<file path="config.mk">
export PLATFORM = sky130hd
export DESIGN_NAME = nswdp_ctrl
export DESIGN_NICKNAME = d
export VERILOG_FILES = /design/src/rtl/core/nswdp_pkg.sv /design/src/rtl/core/nswdp_ctrl.sv
export SDC_FILE = /design/constraint.sdc
export NUM_CORES = 1
export LEC_CHECK = 0
export BUFFER_PORTS_ARGS = -buffer_cell sky130_fd_sc_hd__buf_2
export CAP_MARGIN = 40
export CELL_PAD_IN_SITES_DETAIL_PLACEMENT = 2
export CELL_PAD_IN_SITES_GLOBAL_PLACEMENT = 2
export CORE_MARGIN = 3
export CORE_UTILIZATION = 25
export CTS_CLUSTER_SIZE = 20
export DETAILED_ROUTE_END_ITERATION = 10
export MAX_ROUTING_LAYER = met4
export PLACE_DENSITY_LB_ADDON = 0.1
export SETUP_SLACK_MARGIN = 0.2
export SYNTH_ARGS = -nofsm -noshare
export SYNTH_HDL_FRONTEND = slang
export SYNTH_SLANG_ARGS = --single-unit
</file>
<file path="constraint.sdc">
create_clock -name clk -period 1.6 [get_ports clk]
set_input_delay 0.16 -clock clk [delete_from_list [all_inputs] [get_ports clk]]
set_output_delay 0.16 -clock clk [all_outputs]
set_load 0.02 [all_outputs]
</file>
<file path="src/rtl/core/nswdp_pkg.sv">
package nswdp_pkg;

    localparam int SIG_W = 128;

    localparam logic [63:0] DBL_ZERO  = 64'h0000_0000_0000_0000;
    localparam logic [63:0] DBL_ONE   = 64'h3FF0_0000_0000_0000;
    localparam logic [63:0] CANON_NAN = 64'h7FF8_0000_0000_0000;

    typedef struct packed {
        logic mul_start;
        logic mul_sel_p;
        logic add_start;
        logic add_sel_c;
        logic nan_set;
        logic emit;
    } cmd_t;

    typedef struct packed {
        logic mul_done;
        logic add_done;
        logic z_nan;
        logic last;
        logic out_busy;
    } sts_t;

    function automatic logic is_nan(input logic [63:0] d);
        return (d[62:52] == 11'h7FF) && (d[51:0] != 52'd0);
    endfunction

    function automatic logic is_inf(input logic [63:0] d);
        return (d[62:52] == 11'h7FF) && (d[51:0] == 52'd0);
    endfunction

    function automatic logic is_zero(input logic [63:0] d);
        return d[62:0] == 63'd0;
    endfunction

    function automatic logic [63:0] canon(input logic [63:0] d);
        return is_nan(d) ? CANON_NAN : d;
    endfunction

    // leading zero count, 128 for an all-zero word
    function automatic logic [7:0] lzc(input logic [SIG_W-1:0] v);
        logic [7:0] n;
        logic       found;
        n     = 8'd128;
        found = 1'b0;
        for (int i = SIG_W - 1; i >= 0; i--) begin
            if (!found && v[i]) begin
                n     = 8'(SIG_W - 1 - i);
                found = 1'b1;
            end
        end
        return n;
    endfunction

    // right shift, lost bits jammed into the lsb
    function automatic logic [SIG_W-1:0] shr_sticky(input logic [SIG_W-1:0] v,
                                                    input logic [7:0] amt);
        logic [SIG_W-1:0] r;
        logic [SIG_W-1:0] m;
        if (amt[7]) begin
            return {{(SIG_W-1){1'b0}}, |v};
        end
        r = v >> amt[6:0];
        m = ~({SIG_W{1'b1}} << amt[6:0]);
        return {r[SIG_W-1:1], r[0] | (|(v & m))};
    endfunction

    // sig has its leading one at the msb; er is the biased exponent of that one
    function automatic logic [63:0] round_pack(input logic sgn,
                                               input logic signed [13:0] er,
                                               input logic [SIG_W-1:0] sig);
        logic [SIG_W-1:0]   sh;
        logic [10:0]        ef;
        logic signed [13:0] dn;
        logic [7:0]         amt;
        logic               inc;
        logic [62:0]        body;
        if (er >= 14'sd2047) begin
            return {sgn, 11'h7FF, 52'd0};
        end
        if (er >= 14'sd1) begin
            sh = sig;
            ef = er[10:0];
        end
        else begin
            dn  = 14'sd1 - er;
            amt = (dn > 14'sd128) ? 8'd128 : dn[7:0];
            sh  = shr_sticky(sig, amt);
            ef  = 11'd0;
        end
        inc  = sh[74] & ((|sh[73:0]) | sh[75]);
        body = {ef, sh[126:75]} + 63'(inc);
        return {sgn, body};
    endfunction

endpackage

</file>
<file path="src/rtl/core/nswdp_ctrl.sv">
module nswdp_ctrl (
    input  logic              clk,
    input  logic              rst_n,
    input  logic              row_fire,
    output logic              row_ready,
    input  nswdp_pkg::sts_t   sts,
    output nswdp_pkg::cmd_t   cmd
);

    typedef enum logic [2:0] {
        IDLE,
        MUL_Z,
        MUL_P,
        ADD_S,
        ADD_C,
        FIN
    } state_t;

    state_t          state_reg;
    nswdp_pkg::cmd_t cmd_reg;

    always_ff @(posedge clk or negedge rst_n)
    begin
        if (!rst_n) begin
            state_reg <= IDLE;
            cmd_reg   <= '0;
        end
        else begin
            cmd_reg <= '0;
            unique case (state_reg)
                IDLE:
                begin
                    if (row_fire) begin
                        cmd_reg.mul_start <= 1'b1;
                        cmd_reg.mul_sel_p <= 1'b0;
                        state_reg         <= MUL_Z;
                    end
                end
                MUL_Z:
                begin
                    if (sts.mul_done) begin
                        if (sts.z_nan) begin
                            cmd_reg.nan_set <= 1'b1;
                            state_reg       <= FIN;
                        end
                        else begin
                            cmd_reg.mul_start <= 1'b1;
                            cmd_reg.mul_sel_p <= 1'b1;
                            state_reg         <= MUL_P;
                        end
                    end
                end
                MUL_P:
                begin
                    if (sts.mul_done) begin
                        cmd_reg.add_start <= 1'b1;
                        cmd_reg.add_sel_c <= 1'b0;
                        state_reg         <= ADD_S;
                    end
                end
                ADD_S:
                begin
                    if (sts.add_done) begin
                        cmd_reg.add_start <= 1'b1;
                        cmd_reg.add_sel_c <= 1'b1;
                        state_reg         <= ADD_C;
                    end
                end
                ADD_C:
                begin
                    if (sts.add_done) begin
                        state_reg <= FIN;
                    end
                end
                FIN:
                begin
                    if (!sts.last) begin
                        state_reg <= IDLE;
                    end
                    else if (!sts.out_busy) begin
                        cmd_reg.emit <= 1'b1;
                        state_reg    <= IDLE;
                    end
                end
                default: state_reg <= IDLE;
            endcase
        end
    end

    assign row_ready = state_reg == IDLE;
    assign cmd       = cmd_reg;

endmodule

</file>
# Word level (Yosys, flattened, before mapping)

Cells that the tools add are included.

Register bits: 9
Bits in latches: 0
Memories: 0
Word-level logic and storage cells: 42
RAM bits: 0
ROM bits: 0
Input port bits: 8
Output and inout bits: 7

Div/mod/pow operators: 0
Eq/ne operators: 11
$add $sub $neg: 0
$lt $le $gt $ge: 0
$mul: 0
Bitwise operators: 0
Reduce and logical (&&, ||, !) cells: 2
Muxes and demuxes: 22
Shift operators: 0

Operators by type and width:

| operator           | count |
|---|---|
| $mux 3             | 8 |
| $pmux 3 s6         | 1 |
| $mux 2             | 5 |
| $ne 2x2->1 const B | 5 |
| $pmux 2 s2         | 2 |
| $eq 3x2->1 const B | 2 |
| $eq 3x3->1 const B | 2 |
| $mux 1             | 6 |
| $reduce_and 6->1   | 1 |
| $eq 3x1->1 const B | 1 |
| $logic_not 3->1    | 1 |
| $ne 3x3->1 const B | 1 |

# Longest topological paths before layout

Depth in word-level cells: 3
Mapped depth: 5
Depth with buffers taken out: 4

# Least setup slack after synthesis

No wires, ideal clock.

Path kind: register -> register
From: register state_reg[0]
To: register state_reg[0]
Path slack: 0.062 ns
Path buffers: 1
Clock period less this slack: 1.538 ns
Arrival time: 1.467 ns
Cell stages (with the launch flop): 6
Required time: 1.529 ns
Library setup time: 0.071 ns
Cells stage by stage: dfrtp_1 > buf_6 > mux2i_1 > a211o_1 > or4_1 > nand4_1

Word-level cells in the longest chain between the ends: 3
Elaborated cells between the ends (all ways): 14
Those cells by class: 11 x eq/ne; 1 x mux; 2 x reduce/logical

Ends and longest elaborated chain:

| item                                                      | line             | RTL |
|---|---|---|
| from (decl)                                               | nswdp_ctrl.sv:19 | `state_t state_reg;` |
| from (signal assigned)                                    | nswdp_ctrl.sv:25 | `state_reg <= IDLE;` |
| from (signal assigned)                                    | nswdp_ctrl.sv:36 | `state_reg <= MUL_Z;` |
| from (signal assigned)                                    | nswdp_ctrl.sv:44 | `state_reg <= FIN;` |
| $eq 3x3->1, or another cell as far along                  | nswdp_ctrl.sv:30 | `unique case (state_reg)` |
| $ne 3x3->1 (no line) / $ne 2x2->1 (equally long branches) | --               |  |
| $reduce_and 6->1 (no line)                                | --               |  |

Parallel ways exist; a longest one is shown, timed or not.
A chain may end at the register's enable or synchronous reset.

# Final worst setup path

From: register state_reg[1]
To: register state_reg[0]

The elaborated chain is that of the path after synthesis.

==> out/results.md <==
### Yosys
• 47.1% — post-synthesis sequential area ratio
• sky130_fd_sc_hd__dfrtp_1 — cell taking the most area after synthesis
• 47.1% — fraction of post-synthesis cell area in the top cell type by area
• sky130_fd_sc_hd__dfrtp_1 — predominant post-synthesis flop cell
• 9 — flops & latches, synth
• 27 — number of different library cells in the post-synthesis netlist
• sky130_fd_sc_hd__dfrtp_1 — dominant cell by count in the synthesized netlist
• 46 — cells after synthesis
• 9 x sky130_fd_sc_hd__dfrtp_1, 4 x sky130_fd_sc_hd__nor2_1, 4 x sky130_fd_sc_hd__nor3_1 — synth cell count leaders
• sky130_fd_sc_hd__dfrtp_1 47%, sky130_fd_sc_hd__mux2i_1 4.2%, sky130_fd_sc_hd__nor3_1 4.2% — most area-consuming cells after synthesis
• 10.4 µm² — Avg Inst Size Synth
• 100% — share of synthesized registers carrying an async set or reset
• 54 — Mapped Nets
• 0 — EDFF count, synth
• 478 µm² — Mapped Area
• 0 — Synth warnings

### Placed design
• 86 — Inst Count DP
• 999 µm — half-perimeter wire length of the detailed placement result
• 587 µm² — dpl cell area
• 14 — # port buffers
• 0.713 — GPL Wtd Cong

### Layout
• 692 µm² — total non-filler cell area in the finished layout
• 0 — Antenna Diode Count
• 47.2% — fraction of layout cells with a size suffix above 1
• 44.8% — Area Overhead vs Synth
• 6 — max reg flops
• 81 — nets@finish
• 220 — fill cell count
• 97 — non-filler cells in the finished layout
• 39.2% — Final Core Density

### STA
• true — RSZ-0062 raised after global routing
• 1550 ps — clock period minus worst slack
• 368 ps — transition time of the tightest slew-check pin
• 97.1% — final cycle utilization of the critical path
• 0 ps — Post-Route Setup TNS
• 0 — final hold viol count
• 0 — final count of negative-setup-slack endpoints
• 2.25 ps — clk_skew
• 644 MHz — maximum clock rate
• 75.2% — Slew Limit Headroom
• 0 — Slew Limit Fails

### Global route
• 521 — number of global-route vias before repair
• 0 — antenna violations before repair
• 17 — pin count of the biggest net entering global routing
• 0 — residual overflow from global routing
• 2480 µm — wire length of the first global-routing pass
• 13.9% — Tot GR Track Use

### Clock network
• 3 — clock buffers created by TritonCTS
• sky130_fd_sc_hd__clkbuf_4 — clock root buffer
• 260 ps — clock latency on the worst-skew pair
• 2 — maximum root-to-sink buffer count
• 1 — H-tree depth
• 9 — clk sinks
• yes — CTS tree
• 70 ps — post-CTS clock slew at the launch and capture registers of the worst setup and hold paths

### Worst setup path
• flip-flop — Worst Setup Start Kind
• flip-flop — type of destination of the critical path
• 0 — worst path buffer plus inverter count
• 1750 ps — data arrival time of the critical path
• reg2reg — worst setup path class
• simple AND/OR/NAND/NOR gates — largest delay contributor family on the critical path
• 4 — biggest fanout along the worst timing path
• and2b_1, a211o_1, or4_1, nand4_1 — worst path cell trace
• sky130_fd_sc_hd__or4_1 — slowest CP cell
• 480 ps — slowest cell delay on critical path
• 1790 ps — required time of the worst setup path

### Job
• 0 — Maximum Capacitance Violations

### Routing
• 4.87 — mean number of vias per cell
• 472 — via count
• 1450 µm — DRT Wirelength
• 14.9 µm — wire per inst
• 0 — DR DRC count
• 0 — count of antenna-violating nets left after detailed routing
• 4 — DR pass1 iterations
• 4 — number of DRC violations after detailed-routing iteration 0

### Floorplanning
• 2470 µm² — total die area
• 27.1% — Initial Util
• 1760 µm² — area of the core
• 15 — std cell rows
• 15 — ports placed on the boundary
• 49.7 µm — height of the chip
• 49.7 µm — die boundary width

### Pwr
• 0.346 nW — leakage
• 0.609 mV — worst supply voltage drop on vdd
• 1870 nW/µm² — power density over cell area

### Hold path
• in2reg — worst hold-check path type

### Outcome
• completed — status

## path summary, 6_finish.rpt
check	startpoint	end	slack, ps	cells past startpoint
setup / recovery	state_reg[1]	state_reg[0]	50	4
hold / removal	sts[0]	cmd[0]	60	2
setup reg to reg	state_reg[1]	state_reg[0]	50	4
hold reg to reg	state_reg[1]	cmd[5]	660	2
max in group asynchronous	rst_n	state_reg[1]	1120	2
min in group asynchronous	rst_n	cmd[5]	290	2
## power by group
part	switching, mW	leakage (nW)	total (mW)	internal [mW]
Sequential	0.0483	0.120	0.344	0.295
Clock	0.0851	0.0150	0.181	0.0963
Combinational	0.399	0.212	0.768	0.369
## logic make-up after synthesis
| logic type | share of synthesized area (%) |
|---|---|
| multiplexers | 4.19 |
| AO/OA/AOI/OAI | 9.16 |
| flip-flops | 47.1 |
| buffers and inverters | 6.28 |
| AND/OR/NAND/NOR | 33.2 |
## final cells by class
type | count | area, µm² | area share (%)
multi-input cells | 33 | 243 | 35.1
flip-flops and latches | 9 | 225 | 32.5
repair buffers | 26 | 166 | 24.1
well taps | 25 | 31.3 | 4.52
clock buffers | 4 | 26.3 | 3.80
## cells in the final DEF, fill, tap and decap left out, drive strengths merged, types with 2 or more instances in the layout
cell and count:
nor3 4, nand4 2, nand2b 2, clkbuf 4, nand2 3, mux2i 2
nor2 5, dfrtp 9, nor4b 2, buf 25
## what timing repair did
action / CTS / global route
pin swaps: 1 / 1
setup buffers: 5 / 1
resized for setup: 0 / 4
setup endpoints to repair: 1 / 3
hold buffers: 1 / 0
hold endpoints to repair: 9 / 0
## worst reg2reg max path: cells and delay by family (launching register included)
kind | cells | cell delay, ps
and+or+nand+nor | 3 | 760
DFF | 1 | 410
AOI/OAI and AO/OA | 1 | 320
## through the flow
stage / total power [mW] / hold WS (ps) / worst slack [ps]
after global placement: 0.934 / 30.9 / 96.5
after CTS: 1.21 / 63.5 / 80.4
final: 1.29 / 64.2 / 46.1
after global routing: 1.41 / 51.1 / -37.1
after floorplan: 0.760 / -136 / 118
after detailed placement: 0.941 / 29.2 / 20.4
## per-layer routing
metal	global-route usage [%]	routed length (µm)	share of wire, %
met4	6.91	0	0
met2	21.6	781	54
met5	-	0	0
met3	2.72	70	4.8
met1	17.0	596	41
Note: power is estimated with default switching activity, not from simulation.
